**config.mk**
```make
export PLATFORM = sky130hd
export DESIGN_NAME = deadline_timer_queue_unit
export DESIGN_NICKNAME = d
export VERILOG_FILES = /design/src/hdl/dtq_pkg.sv /design/src/hdl/dtq_ram.sv /design/src/hdl/deadline_timer_queue_unit.sv
export SDC_FILE = /design/constraint.sdc
export NUM_CORES = 2
export LEC_CHECK = 0
export ABC_AREA = 1
export BUFFER_PORTS_ARGS = -buffer_cell sky130_fd_sc_hd__buf_2
export CAP_MARGIN = 20
export CORE_MARGIN = 1
export CORE_UTILIZATION = 25
export DETAILED_ROUTE_END_ITERATION = 8
export SLEW_MARGIN = 20
export SYNTH_ARGS = -nofsm -noshare
export SYNTH_HDL_FRONTEND = slang
export SYNTH_SLANG_ARGS = --single-unit
```
**constraint.sdc**
```tcl
create_clock -name clk -period 8.8 [get_ports clk]
set_input_delay 1.32 -clock clk [delete_from_list [all_inputs] [get_ports clk]]
set_output_delay 1.32 -clock clk [all_outputs]
set_load 0.05 [all_outputs]
```
**src/hdl/dtq_pkg.sv**
```systemverilog
// ----------------------------------------------------------------------------
// dtq_pkg: shared codes for the deadline timer queue
// Request operation codes and result kind codes used on the stream ports.
// ----------------------------------------------------------------------------
package dtq_pkg;

    // Operation selector carried in the slave-side tuser.
    typedef logic [1:0] op_t;

    // Result kind carried in the master-side tuser.
    typedef logic [1:0] kind_t;

    localparam op_t OP_SCHED_REL = 2'd0;
    localparam op_t OP_SCHED_ABS = 2'd1;
    localparam op_t OP_TICK      = 2'd2;

    localparam kind_t KIND_ACCEPT   = 2'd0;
    localparam kind_t KIND_FULL     = 2'd1;
    localparam kind_t KIND_BAD_TIME = 2'd2;
    localparam kind_t KIND_DISPATCH = 2'd3;

endpackage

```
**src/hdl/dtq_ram.sv**
```systemverilog
// ----------------------------------------------------------------------------
// dtq_ram: generic single-write, single-read memory
// One write port and one read port; the read data is registered.
// ----------------------------------------------------------------------------
module dtq_ram #(
    parameter int WIDTH = 8,
    parameter int DEPTH = 16
) (
    input  logic                     clk,
    input  logic                     we,
    input  logic [$clog2(DEPTH)-1:0] waddr,
    input  logic [WIDTH-1:0]         wdata,
    input  logic [$clog2(DEPTH)-1:0] raddr,
    output logic [WIDTH-1:0]         rdata
);

    logic [WIDTH-1:0] mem [DEPTH];

    // Synchronous write and registered read.
    always_ff @(posedge clk)
    begin
        if (we)
        begin
            mem[waddr] <= wdata;
        end
        rdata <= mem[raddr];
    end

endmodule

```
**src/hdl/deadline_timer_queue_unit.sv**
```systemverilog
// A schedule request answers after its free-slot search; a bad time answers without one.
// A tick runs one scan pass per dispatched entry plus a final pass; output stalls hold it.
// Each scan pass reads the slot memory once per slot and compares in one shared unit.
// Throughput: one request at a time; the input is ready only while the sequencer idles.
// Reset: rst_n clears the time counter, the slot valid bits and all control state.
// Slot contents are not cleared; no clearing pass runs after reset.
// ----------------------------------------------------------------------------
// deadline_timer_queue_unit: table of timed entries ordered by deadline
// Accepts relative and absolute schedule requests and time ticks. A tick
// dispatches every due entry earliest first, lowest slot on ties, and
// re-arms periodic entries.
// ----------------------------------------------------------------------------
module deadline_timer_queue_unit #(
    parameter int DEPTH      = 16,
    parameter int TIME_WIDTH = 32,
    parameter int ID_WIDTH   = 8,
    localparam int IN_W  = ((ID_WIDTH + TIME_WIDTH + 1 + 7) / 8) * 8,
    localparam int OUT_W = ((ID_WIDTH + TIME_WIDTH + 7) / 8) * 8
) (
    input  logic               clk,
    input  logic               rst_n,
    input  logic               s_axis_tvalid,
    output logic               s_axis_tready,
    // Fields from bit 0 up: task_id, time_value, periodic.
    input  logic [IN_W-1:0]    s_axis_tdata,
    // Fields from bit 0 up: op.
    input  dtq_pkg::op_t       s_axis_tuser,
    output logic               m_axis_tvalid,
    input  logic               m_axis_tready,
    // Fields from bit 0 up: task_out, now_time.
    output logic [OUT_W-1:0]   m_axis_tdata,
    // Fields from bit 0 up: kind.
    output dtq_pkg::kind_t     m_axis_tuser,
    output logic               m_axis_tlast
);

    import dtq_pkg::*;

    localparam int IDX_W   = $clog2(DEPTH);
    localparam int ENTRY_W = 2 * TIME_WIDTH + ID_WIDTH + 1;
    localparam logic [IDX_W-1:0]      LAST_IDX = IDX_W'(DEPTH - 1);
    localparam logic [TIME_WIDTH-1:0] TSIGN    = {1'b1, {(TIME_WIDTH-1){1'b0}}};

    localparam logic [2:0] S_IDLE = 3'd0;
    localparam logic [2:0] S_FREE = 3'd1;
    localparam logic [2:0] S_RESP = 3'd2;
    localparam logic [2:0] S_SCAN = 3'd3;
    localparam logic [2:0] S_DISP = 3'd4;

    logic [2:0]            state_reg, state_next;
    logic [TIME_WIDTH-1:0] now_reg, now_next;
    logic [ID_WIDTH-1:0]   id_reg, id_next;
    logic [TIME_WIDTH-1:0] dl_reg, dl_next;
    logic [TIME_WIDTH-1:0] per_reg, per_next;
    logic                  rep_reg, rep_next;
    kind_t                 kind_reg, kind_next;
    logic [IDX_W-1:0]      idx_reg, idx_next;
    logic                  issue_done_reg, issue_done_next;
    logic                  p_vld_reg, p_vld_next;
    logic [IDX_W-1:0]      p_idx_reg, p_idx_next;
    logic [DEPTH-1:0]      valid_reg, valid_next;
    logic [DEPTH-1:0]      done_reg, done_next;
    logic                  best_found_reg, best_found_next;
    logic [IDX_W-1:0]      best_idx_reg, best_idx_next;
    logic [TIME_WIDTH-1:0] best_key_reg, best_key_next;
    logic [ID_WIDTH-1:0]   best_handle_reg, best_handle_next;
    logic [TIME_WIDTH-1:0] best_period_reg, best_period_next;
    logic                  best_repeat_reg, best_repeat_next;
    logic                  pend_vld_reg, pend_vld_next;
    logic [ID_WIDTH-1:0]   pend_handle_reg, pend_handle_next;
    logic                  out_valid_reg, out_valid_next;
    kind_t                 out_kind_reg, out_kind_next;
    logic [ID_WIDTH-1:0]   out_task_reg, out_task_next;
    logic [TIME_WIDTH-1:0] out_now_reg, out_now_next;
    logic                  out_last_reg, out_last_next;

    logic                  in_fire;
    op_t                   in_op;
    logic [ID_WIDTH-1:0]   in_id;
    logic [TIME_WIDTH-1:0] in_tv;
    logic                  in_per;
    logic                  out_free;

    logic [TIME_WIDTH-1:0] add_a, add_b, add_sum;
    logic                  add_c;

    logic                  ram_we;
    logic [IDX_W-1:0]      ram_waddr;
    logic [ENTRY_W-1:0]    ram_wdata, ram_rdata;

    logic [TIME_WIDTH-1:0] rd_dl, rd_period, diff, key;
    logic [ID_WIDTH-1:0]   rd_handle;
    logic                  rd_repeat, due, take;

    // Request unpacking.
    assign in_fire = s_axis_tvalid && s_axis_tready;
    assign in_op   = s_axis_tuser;
    assign in_id   = s_axis_tdata[ID_WIDTH-1:0];
    assign in_tv   = s_axis_tdata[ID_WIDTH +: TIME_WIDTH];
    assign in_per  = s_axis_tdata[ID_WIDTH + TIME_WIDTH];

    assign s_axis_tready = (state_reg == S_IDLE);
    assign out_free      = !out_valid_reg || m_axis_tready;

    // Output stream from the result register.
    assign m_axis_tvalid = out_valid_reg;
    assign m_axis_tuser  = out_kind_reg;
    assign m_axis_tlast  = out_last_reg;
    always_comb
    begin
        m_axis_tdata = '0;
        m_axis_tdata[ID_WIDTH-1:0] = out_task_reg;
        m_axis_tdata[ID_WIDTH +: TIME_WIDTH] = out_now_reg;
    end

    // Slot memory: deadline, handle, period and repeat flag per slot.
    dtq_ram #(
        .WIDTH (ENTRY_W),
        .DEPTH (DEPTH)
    ) u_slot_ram (
        .clk   (clk),
        .we    (ram_we),
        .waddr (ram_waddr),
        .wdata (ram_wdata),
        .raddr (idx_reg),
        .rdata (ram_rdata)
    );

    assign rd_dl     = ram_rdata[TIME_WIDTH-1:0];
    assign rd_handle = ram_rdata[TIME_WIDTH +: ID_WIDTH];
    assign rd_period = ram_rdata[TIME_WIDTH + ID_WIDTH +: TIME_WIDTH];
    assign rd_repeat = ram_rdata[ENTRY_W-1];

    // Shared adder for deadlines, time checks and the time counter.
    assign add_sum = add_a + add_b + {{(TIME_WIDTH-1){1'b0}}, add_c};

    // Due check and ordering key of the slot read in the previous cycle.
    assign diff = rd_dl - now_reg;
    assign due  = (diff == '0) || diff[TIME_WIDTH-1];
    assign key  = diff ^ TSIGN;
    assign take = p_vld_reg && valid_reg[p_idx_reg] && !done_reg[p_idx_reg] && due
                  && (!best_found_reg || (key < best_key_reg));

    // Sequencer.
    always_comb
    begin
        state_next       = state_reg;
        now_next         = now_reg;
        id_next          = id_reg;
        dl_next          = dl_reg;
        per_next         = per_reg;
        rep_next         = rep_reg;
        kind_next        = kind_reg;
        idx_next         = idx_reg;
        issue_done_next  = issue_done_reg;
        p_vld_next       = 1'b0;
        p_idx_next       = p_idx_reg;
        valid_next       = valid_reg;
        done_next        = done_reg;
        best_found_next  = best_found_reg;
        best_idx_next    = best_idx_reg;
        best_key_next    = best_key_reg;
        best_handle_next = best_handle_reg;
        best_period_next = best_period_reg;
        best_repeat_next = best_repeat_reg;
        pend_vld_next    = pend_vld_reg;
        pend_handle_next = pend_handle_reg;
        out_valid_next   = out_valid_reg && !m_axis_tready;
        out_kind_next    = out_kind_reg;
        out_task_next    = out_task_reg;
        out_now_next     = out_now_reg;
        out_last_next    = out_last_reg;
        add_a            = now_reg;
        add_b            = '0;
        add_c            = 1'b0;
        ram_we           = 1'b0;
        ram_waddr        = idx_reg;
        ram_wdata        = {rep_reg, per_reg, id_reg, dl_reg};

        case (state_reg)
            S_IDLE:
            begin
                if (in_fire)
                begin
                    id_next = in_id;
                    case (in_op)
                        OP_SCHED_REL:
                        begin
                            add_a    = now_reg;
                            add_b    = in_tv;
                            dl_next  = add_sum;
                            per_next = in_tv;
                            rep_next = in_per;
                            idx_next = '0;
                            if (in_tv[TIME_WIDTH-1] || (in_per && (in_tv == '0)))
                            begin
                                kind_next  = KIND_BAD_TIME;
                                state_next = S_RESP;
                            end
                            else
                            begin
                                state_next = S_FREE;
                            end
                        end
                        OP_SCHED_ABS:
                        begin
                            // Deadline minus present time must be positive.
                            add_a    = in_tv;
                            add_b    = ~now_reg;
                            add_c    = 1'b1;
                            dl_next  = in_tv;
                            per_next = '0;
                            rep_next = 1'b0;
                            idx_next = '0;
                            if ((add_sum == '0) || add_sum[TIME_WIDTH-1])
                            begin
                                kind_next  = KIND_BAD_TIME;
                                state_next = S_RESP;
                            end
                            else
                            begin
                                state_next = S_FREE;
                            end
                        end
                        OP_TICK:
                        begin
                            add_a           = now_reg;
                            add_c           = 1'b1;
                            now_next        = add_sum;
                            done_next       = '0;
                            best_found_next = 1'b0;
                            pend_vld_next   = 1'b0;
                            idx_next        = '0;
                            issue_done_next = 1'b0;
                            state_next      = S_SCAN;
                        end
                        default:
                        begin
                        end
                    endcase
                end
            end

            S_FREE:
            begin
                // Look for the lowest free slot, one slot a cycle.
                if (!valid_reg[idx_reg])
                begin
                    ram_we              = 1'b1;
                    ram_waddr           = idx_reg;
                    valid_next[idx_reg] = 1'b1;
                    kind_next           = KIND_ACCEPT;
                    state_next          = S_RESP;
                end
                else if (idx_reg == LAST_IDX)
                begin
                    kind_next  = KIND_FULL;
                    state_next = S_RESP;
                end
                else
                begin
                    idx_next = idx_reg + 1'b1;
                end
            end

            S_RESP:
            begin
                if (out_free)
                begin
                    out_valid_next = 1'b1;
                    out_kind_next  = kind_reg;
                    out_task_next  = id_reg;
                    out_now_next   = now_reg;
                    out_last_next  = 1'b1;
                    state_next     = S_IDLE;
                end
            end

            S_SCAN:
            begin
                // Issue reads in order; compare each slot in the cycle after its read.
                if (!issue_done_reg)
                begin
                    p_vld_next = 1'b1;
                    p_idx_next = idx_reg;
                    if (idx_reg == LAST_IDX)
                    begin
                        issue_done_next = 1'b1;
                        idx_next        = '0;
                    end
                    else
                    begin
                        idx_next = idx_reg + 1'b1;
                    end
                end
                if (take)
                begin
                    best_found_next  = 1'b1;
                    best_idx_next    = p_idx_reg;
                    best_key_next    = key;
                    best_handle_next = rd_handle;
                    best_period_next = rd_period;
                    best_repeat_next = rd_repeat;
                end
                if (issue_done_reg && p_vld_reg && (p_idx_reg == LAST_IDX))
                begin
                    state_next = S_DISP;
                end
            end

            S_DISP:
            begin
                if (best_found_reg)
                begin
                    // The previous dispatch is not the last one; send it now.
                    if (!pend_vld_reg || out_free)
                    begin
                        if (pend_vld_reg)
                        begin
                            out_valid_next = 1'b1;
                            out_kind_next  = KIND_DISPATCH;
                            out_task_next  = pend_handle_reg;
                            out_now_next   = now_reg;
                            out_last_next  = 1'b0;
                        end
                        pend_vld_next           = 1'b1;
                        pend_handle_next        = best_handle_reg;
                        done_next[best_idx_reg] = 1'b1;
                        if (best_repeat_reg)
                        begin
                            add_a     = now_reg;
                            add_b     = best_period_reg;
                            ram_we    = 1'b1;
                            ram_waddr = best_idx_reg;
                            ram_wdata = {1'b1, best_period_reg, best_handle_reg, add_sum};
                        end
                        else
                        begin
                            valid_next[best_idx_reg] = 1'b0;
                        end
                        best_found_next = 1'b0;
                        idx_next        = '0;
                        issue_done_next = 1'b0;
                        state_next      = S_SCAN;
                    end
                end
                else if (pend_vld_reg)
                begin
                    // Nothing more is due: the held dispatch closes the tick.
                    if (out_free)
                    begin
                        out_valid_next = 1'b1;
                        out_kind_next  = KIND_DISPATCH;
                        out_task_next  = pend_handle_reg;
                        out_now_next   = now_reg;
                        out_last_next  = 1'b1;
                        pend_vld_next  = 1'b0;
                        state_next     = S_IDLE;
                    end
                end
                else
                begin
                    state_next = S_IDLE;
                end
            end

            default:
            begin
                state_next = S_IDLE;
            end
        endcase
    end

    // Control registers.
    always_ff @(posedge clk or negedge rst_n)
    begin
        if (!rst_n)
        begin
            state_reg      <= S_IDLE;
            now_reg        <= '0;
            valid_reg      <= '0;
            done_reg       <= '0;
            idx_reg        <= '0;
            issue_done_reg <= 1'b0;
            p_vld_reg      <= 1'b0;
            best_found_reg <= 1'b0;
            pend_vld_reg   <= 1'b0;
            out_valid_reg  <= 1'b0;
        end
        else
        begin
            state_reg      <= state_next;
            now_reg        <= now_next;
            valid_reg      <= valid_next;
            done_reg       <= done_next;
            idx_reg        <= idx_next;
            issue_done_reg <= issue_done_next;
            p_vld_reg      <= p_vld_next;
            best_found_reg <= best_found_next;
            pend_vld_reg   <= pend_vld_next;
            out_valid_reg  <= out_valid_next;
        end
    end

    // Payload registers.
    always_ff @(posedge clk)
    begin
        id_reg          <= id_next;
        dl_reg          <= dl_next;
        per_reg         <= per_next;
        rep_reg         <= rep_next;
        kind_reg        <= kind_next;
        p_idx_reg       <= p_idx_next;
        best_idx_reg    <= best_idx_next;
        best_key_reg    <= best_key_next;
        best_handle_reg <= best_handle_next;
        best_period_reg <= best_period_next;
        best_repeat_reg <= best_repeat_next;
        pend_handle_reg <= pend_handle_next;
        out_kind_reg    <= out_kind_next;
        out_task_reg    <= out_task_next;
        out_now_reg     <= out_now_next;
        out_last_reg    <= out_last_next;
    end

    // A schedule answer is always the only and final result of its request.
    assert property (@(posedge clk) disable iff (!rst_n)
        (m_axis_tvalid && (m_axis_tuser != KIND_DISPATCH)) |-> m_axis_tlast)
        else $error("schedule answer without last flag");

    // The time counter moves only when a tick request is accepted.
    assert property (@(posedge clk) disable iff (!rst_n)
        !(in_fire && (in_op == OP_TICK)) |=> $stable(now_reg))
        else $error("time counter changed without a tick");

    // The chosen entry always refers to an occupied slot.
    assert property (@(posedge clk) disable iff (!rst_n)
        best_found_reg |-> valid_reg[best_idx_reg])
        else $error("selected slot is not valid");

    // A held dispatch never survives past the end of a tick.
    assert property (@(posedge clk) disable iff (!rst_n)
        pend_vld_reg |-> ((state_reg == S_SCAN) || (state_reg == S_DISP)))
        else $error("dispatch left pending outside a tick");

endmodule
```
# Yosys cells after proc, flatten, opt, wreduce, memory -nomap -nowiden

Memories as Yosys holds them, arrays and structs flattened. A register that Yosys moved wholly into a read port is not among the register bits.
Cells that the tools add are included.

Add/sub/neg operators: 4
Order comparisons: 6
Equality and inequality tests: 30
Multiplexer cells: 128
Bitwise logic cells: 7
Reduce and logical (&&, ||, !) cells: 52

Operators with widths:

| kind                 | count |
|---|---|
| $mux W32             | 12 |
| $pmux W32 S2         | 5 |
| $mux W73             | 4 |
| $mux W16             | 8 |
| $logic_not A32 Y1    | 3 |
| $pmux W16 S2         | 2 |
| $mux W4              | 12 |
| $mux W8              | 6 |
| $mux W1              | 39 |
| $add A32 B1 Y32      | 1 |
| $add A32 B32 Y32     | 1 |
| $lt A32 B32 Y1       | 1 |
| $not A32 Y32         | 1 |
| $or A16 B16 Y16      | 2 |
| $sub A32 B32 Y32     | 1 |
| $mux W2              | 13 |
| $mux W3              | 8 |
| $ne A2 B2 Y1 const B | 11 |
| $ne A3 B3 Y1 const B | 7 |
| $reduce_and A5 Y1    | 4 |
| $and A16 B16 Y16     | 1 |
| $not A16 Y16         | 1 |
| $pmux W4 S4          | 1 |
| $pmux W8 S2          | 1 |
| other kinds (35)     | 82 |

Bits in registers: 283
Memory bits (writable): 1168
Input bits: 54
Output and inout bits: 45
Logic and storage cells: 254
Memories kept: 1

Memories:

| name           | words | bits a word | read ports | clocked after memory_dff | wr ports | line          | RTL |
|---|---|---|---|---|---|---|---|
| u_slot_ram.mem | 16    | 73          | 1          | 1                        | 1        | dtq_ram.sv:17 | `logic [WIDTH-1:0] mem [DEPTH];` |

# Depth between registers and ports, before layout

Depth after elaboration: 14
Depth in mapped cells: 33
Mapped depth without buffers: 30

# Cells and area by module

A second synthesis with hierarchy kept.

Cell total of the unflattened synthesis: 7306
Area, all modules: 70356.2 µm²

By module, submodules not included:

| module                    | times used | cells each | area an instance (µm²) | sequential area each (µm²) |
|---|---|---|---|---|
| dtq_ram                   | 1          | 4798       | 51595.7                | 36535.0 |
| deadline_timer_queue_unit | 1          | 2508       | 18760.5                | 8117.8 |

# Least setup slack after synthesis

No wires, ideal clock.

Kind: input port to flip-flop
Start point: input m_axis_tready
End point: memory u_slot_ram.mem[6][0] in the netlist's numbering (enable)
Setup time: 0.684 ns
Arrival time: 9.323 ns
Required time: 8.116 ns
Slack: -1.207 ns
Stages on the path: 8
Buffers on the path: 1
Cell sequence: nor2_1 > nand2_1 > nand3_1 > inv_1 > buf_2 > o21ai_0 > inv_1 > nor4_1

Longest elaborated chain between the ends: 7
Elaborated cells between the ends (all ways): 10
Those cells by class: mux: 8; reduce/logical: 2

Ends and longest elaborated chain:

| what                          | line                             | RTL |
|---|---|---|
| start, declared               | deadline_timer_queue_unit.sv:29  | `input logic m_axis_tready,` |
| $logic_or A1 B1 Y1 (*)        | deadline_timer_queue_unit.sv:103 | `assign out_free = !out_valid_reg \|\| m_axis_tready;` |
| $logic_or A1 B1 Y1 (*)        | deadline_timer_queue_unit.sv:316 | `if (!pend_vld_reg \|\| out_free)` |
| $mux W1                       | deadline_timer_queue_unit.sv:316 |  |
| $mux W1                       | deadline_timer_queue_unit.sv:313 | `if (best_found_reg)` |
| $pmux W1 S2                   | deadline_timer_queue_unit.sv:180 | `case (state_reg)` |
| $mux W1                       | dtq_ram.sv:22                    | `if (we)` |
| $mux W1 (implied by the code) | dtq_ram.sv:24                    | `mem[waddr] <= wdata;` |
| end, declared                 | dtq_ram.sv:17                    |  |

Every way passes the cells marked *; elsewhere a longest branch is shown, timed or not.

# Final worst setup path

Start point: input s_axis_tuser[1]
End point: register kind_reg[0] (enable)

Longest elaborated chain between the ends: 10
Elaborated cells between the ends (all ways): 21
Those cells by class: add/sub: 2; eq/ne: 5; mux: 9; reduce/logical: 5

Ends and longest elaborated chain:

| what                                        | line                                                               | RTL |
|---|---|---|
| start, declared                             | deadline_timer_queue_unit.sv:27                                    | `input dtq_pkg::op_t s_axis_tuser,` |
| $eq A2 B1 Y1, or another cell as far along  | deadline_timer_queue_unit.sv:186                                   | `case (in_op)` |
| $pmux W32 S2, or another cell as far along  | deadline_timer_queue_unit.sv:186                                   |  |
| $mux W32 or $mux W1 (tied branches)         | deadline_timer_queue_unit.sv:183, deadline_timer_queue_unit.sv:186 |  |
| $pmux W32 S2, or another cell as far along  | deadline_timer_queue_unit.sv:180                                   |  |
| $add A32 B32 Y32 or $mux W1 (tied branches) | deadline_timer_queue_unit.sv:135, deadline_timer_queue_unit.sv:180 |  |
| $add A32 B1 Y32                             | deadline_timer_queue_unit.sv:135                                   | `assign add_sum = add_a + add_b + {{(TIME_WIDTH-1){1'b0}}, add_c};` |
| $logic_not A32 Y1                           | deadline_timer_queue_unit.sv:215                                   | `if ((add_sum == '0) \|\| add_sum[TIME_WIDTH-1])` |
| $logic_or A1 B1 Y1                          | deadline_timer_queue_unit.sv:215                                   |  |
| $ne A3 B3 Y1 (no source line)               | n/a                                                                |  |
| $reduce_and A6 Y1 (no source line) (*)      | n/a                                                                |  |
| end signal, assigned                        | deadline_timer_queue_unit.sv:412                                   | `kind_reg <= kind_next;` |
| end, declared                               | deadline_timer_queue_unit.sv:56                                    | `kind_t kind_reg, kind_next;` |

Marks and branches as above.
A chain may end at the register's enable or synchronous reset.

==> results by group <==
Cells and area
  • Final instance area: roughly 0.075 sq mm
  • Layout cells sized above 1: 7.876%
  • Biggest register: u_slot_ram.mem
  • Max reg flops: 1168
  • Final core utilization: 29.09%
  • Regs by FF count: u_slot_ram.mem: 1168 flops, u_slot_ram.rdata: 73 flops
  • Nets: 6105
  • Area growth from synthesis to layout: 15.48%

Drt
  • Iteration-0 DRC Markers: ~5500
  • Vias after detailed routing: 45820
  • DR WL/cell: 21.49 um
  • Vias/cell: 4.833
  • Post-route ant nets: 0
  • First-pass DRT Iterations: 8
  • DRC Markers: 0
  • Drt total wl: 203800 um

Place
  • Placed Area: between 0.06 and 0.07 sq mm
  • DP HPWL: 119600 um
  • Routability cong.: 0.9303
  • Pre-CTS WS: roughly 1500 ps
  • Number of port buffers: a little over 90

Power
  • Pwr/cell area: 301.7 mW/mm^2
  • Overall power: roughly 0.023 W
  • Worst vdd ir: 0.1812 mV
  • P_leak: 26.59 nW

Setup path
  • Arrival time worst endpoint: 7000 ps
  • Critical path endpoint category: flip-flop
  • Largest fanout on the critical path: a little over 60
  • WP data required: 9260 ps
  • Critical Path Start Type: input pin
  • RR Endpoint: kind_reg[0]$_SDFFCE_PN0P_
  • Worst r2r src: state_reg[1]$_DFFE_PN0P_
  • Worst setup path category: in -> reg
  • Worst Reg-to-Reg Cells: 27
  • R2R Setup Slk: 3070 ps

Timing
  • Tmin final: 6537 ps
  • RSZ-0062 raised after global routing: false
  • Slew Limit Headroom: 23.13%
  • Worst-Margin Slew: 1153 ps
  • Final Hold Fails: 0
  • Final setup TNS: 0 ps
  • Final setup fails: 0
  • Slew Limit Fails: 0
  • Final clock skew: roughly 48 ps
  • Final Cycle Share: 74.29%
  • Max Clk Rate: 0.1530 GHz
  • PnR worst setup slack: 2263 ps

Die
  • Die W: ~500 um
  • Core area: 0.2574 sq mm
  • Effective utilization at floorplan: 25.19%
  • Row count: 186
  • Die H: 511.3 um
  • Die ar.: 0.2614 sq mm
  • I/O pins: 99

Synthesis
  • Synth top area share: 63.67%
  • EDFF count, synth: 1375
  • Synthesized instance count: 5885
  • Post-Syn Area: ~0.065 sq mm
  • Syn Nets: around 6000
  • Syn. warnings: 0
  • Seq/Total Area, Yosys: 68.86%
  • Synth top area cells: edfxtp_1, nand2_1, o21ai_0
  • FF+latch count, synth: 1524
  • Ys async rst share: under 10%
  • Primary FF master, synth: edfxtp_1
  • Yosys cell types: 52
  • Leading area contributor after synthesis: edfxtp_1
  • Avg Cell Area, Syn: ~11 sq um

Global routing
  • Remaining global-route overflow: 0
  • GRT Total Usage: 15.07%
  • Largest net degree at the start of global routing: 217
  • Vias in the first global route: 42970
  • Initial antenna violation count: 31
  • First-pass GRT wire length: 294400 um

Worst hold path
  • Hold crit path type: reg -> reg
  • Cells on Worst Hold Path: 0
  • Hold Crit Start: u_slot_ram.rdata[38]$_DFF_P_
  • Hold EP: best_handle_reg[6]$_DFFE_PP_

Clock tree
  • CTS tree: done
  • Clock Latency Late Sink: 810 ps
  • # H-tree levels: 4
  • CTS Buffer Depth: 3
  • Post-cts resize count: 0
  • Post-CTS setup buffer count: 0
  • Worst-path clk slew: 60 ps
  • Post-CTS Hold Fix Bufs: 0
  • CTS buffer count: approximately 160
  • Root buf cell: clkbuf_16
  • Clock tree sinks: 1524

Run
  • Maxcap violations: 0

Status
  • Status: completed
cells in the mapped netlist, types with 2 or more instances:
cell and n:
a31oi_1 10, nor2_1 805, nor2_2 2, inv_2 3
o21bai_1 7, and2_1 2, fa_1 3, o31ai_1 2
or2_2 4, nor3_1 21, clkbuf_1 265, a211oi_1 2
ha_1 101, a22oi_1 32, dfxtp_1 73, buf_2 14
o21ai_0 828, xor2_1 8, nand3_1 108, o311ai_0 4
nand2_1 1121, nor4_1 6, a21o_1 3, clkinv_1 2
a21oi_1 134, o22ai_1 295, edfxtp_1 1375, dfrtp_1 76
o221ai_1 2, nor3_2 2, nand4_1 105, inv_1 424
nor2_8 2, buf_1 13, nand3b_1 14
where the power goes:
group	internal (W)	leakage, nW	total (W)	switching (W)
registers	0.00875	14.0	0.00907	0.000321
logic	0.00187	10.0	0.00678	0.00491
clock network	0.00388	2.56	0.00674	0.00286
total	0.0145	26.6	0.0226	0.00809
cells in the final DEF (no fill, tap or decap), types with 14 or more instances in the layout:
master	n
nand3_1	107
diode_2	14
ha_1	100
clkbuf_1	56
o22ai_1	295
inv_1	422
nor2_1	787
buf_2	90
a22oi_1	32
nand3b_1	14
o21ai_0	826
clkinv_2	19
nand4_1	105
dfxtp_1	73
nand2_1	1121
buf_4	92
nor3_1	17
dfrtp_1	74
nor2_4	18
clkbuf_8	25
a21oi_1	134
clkbuf_16	162
edfxtp_1	1375
area by class of cell:
type,instances,area [sq um]
antenna,14,35.03
fill,26270,182500
tap,3384,4234
clock buffer,243,4608
multi-input combinational,3638,17670
sequential,1524,44660
inverter,430,1635
timing repair buffer,194,1381
clock inverter,53,659.4
per-layer routing:
layer,track usage (%),wire length [um],part of all wire [%]
met5,0,84,0.041
met4,4.500,5499,2.7
met3,2.422,16180,7.9
met2,24.06,93890,46
met1,20.90,88100,43
worst max-delay path, cell delays in order:
cell and delay (ps):
buf_2 120, inv_1 130, ha_4 530, inv_1 610, nor2_8 820, o21ai_0 220
fa_1 420, inv_1 150, fa_1 320, nand3_1 130, nand2_1 180, nand2_1 90
nand2_1 160, nand2_1 120, nand3_1 90, nand2_1 50, nand2_1 240, nand3_1 110
nor2_1 130, nand3_1 220, inv_1 100, nand2_1 60, nand3_1 180, o21ai_0 140
a21oi_1 340
through the flow:
stage,instances,hold WS [ps]
final,9480,400.4
after global routing,9470,408.7
after CTS,9466,400.4
after detailed placement,9170,388.7
after global placement,9169,387.0
after floorplan,5885,385.5
cells by family (layout without fill, tap and decap cells):
kind of cell	count (synthesis)	in the layout	synth area share, %
other	0	14	0
xor gates and xnor gates	10	10	0.1467
AOI/OAI and AO/OA	1329	1329	11.12
and+or+nand+nor	2194	2194	13.60
muxes	1	1	0.01736
buffers and inverters	723	920	4.222
DFF	1524	1524	68.86
adders and majority gates	104	104	2.041
how the worst max path moves through the flow:
| stage | from | to | cells past startpoint |
|---|---|---|---|
| finish | s_axis_tuser[1] | kind_reg[0]$_SDFFCE_PN0P_ | 25 |
| CTS | s_axis_tuser[1] | kind_reg[0]$_SDFFCE_PN0P_ | 25 |
| detailed placement | s_axis_tuser[1] | kind_reg[0]$_SDFFCE_PN0P_ | 25 |
| floorplan | m_axis_tready | u_slot_ram.mem[10][0]$_DFFE_PP_ | 10 |
| global placement | s_axis_tuser[1] | kind_reg[0]$_SDFFCE_PN0P_ | 25 |
| global route | s_axis_tuser[1] | kind_reg[1]$_SDFFCE_PN1P_ | 27 |
(Power assumes the default switching activity.)
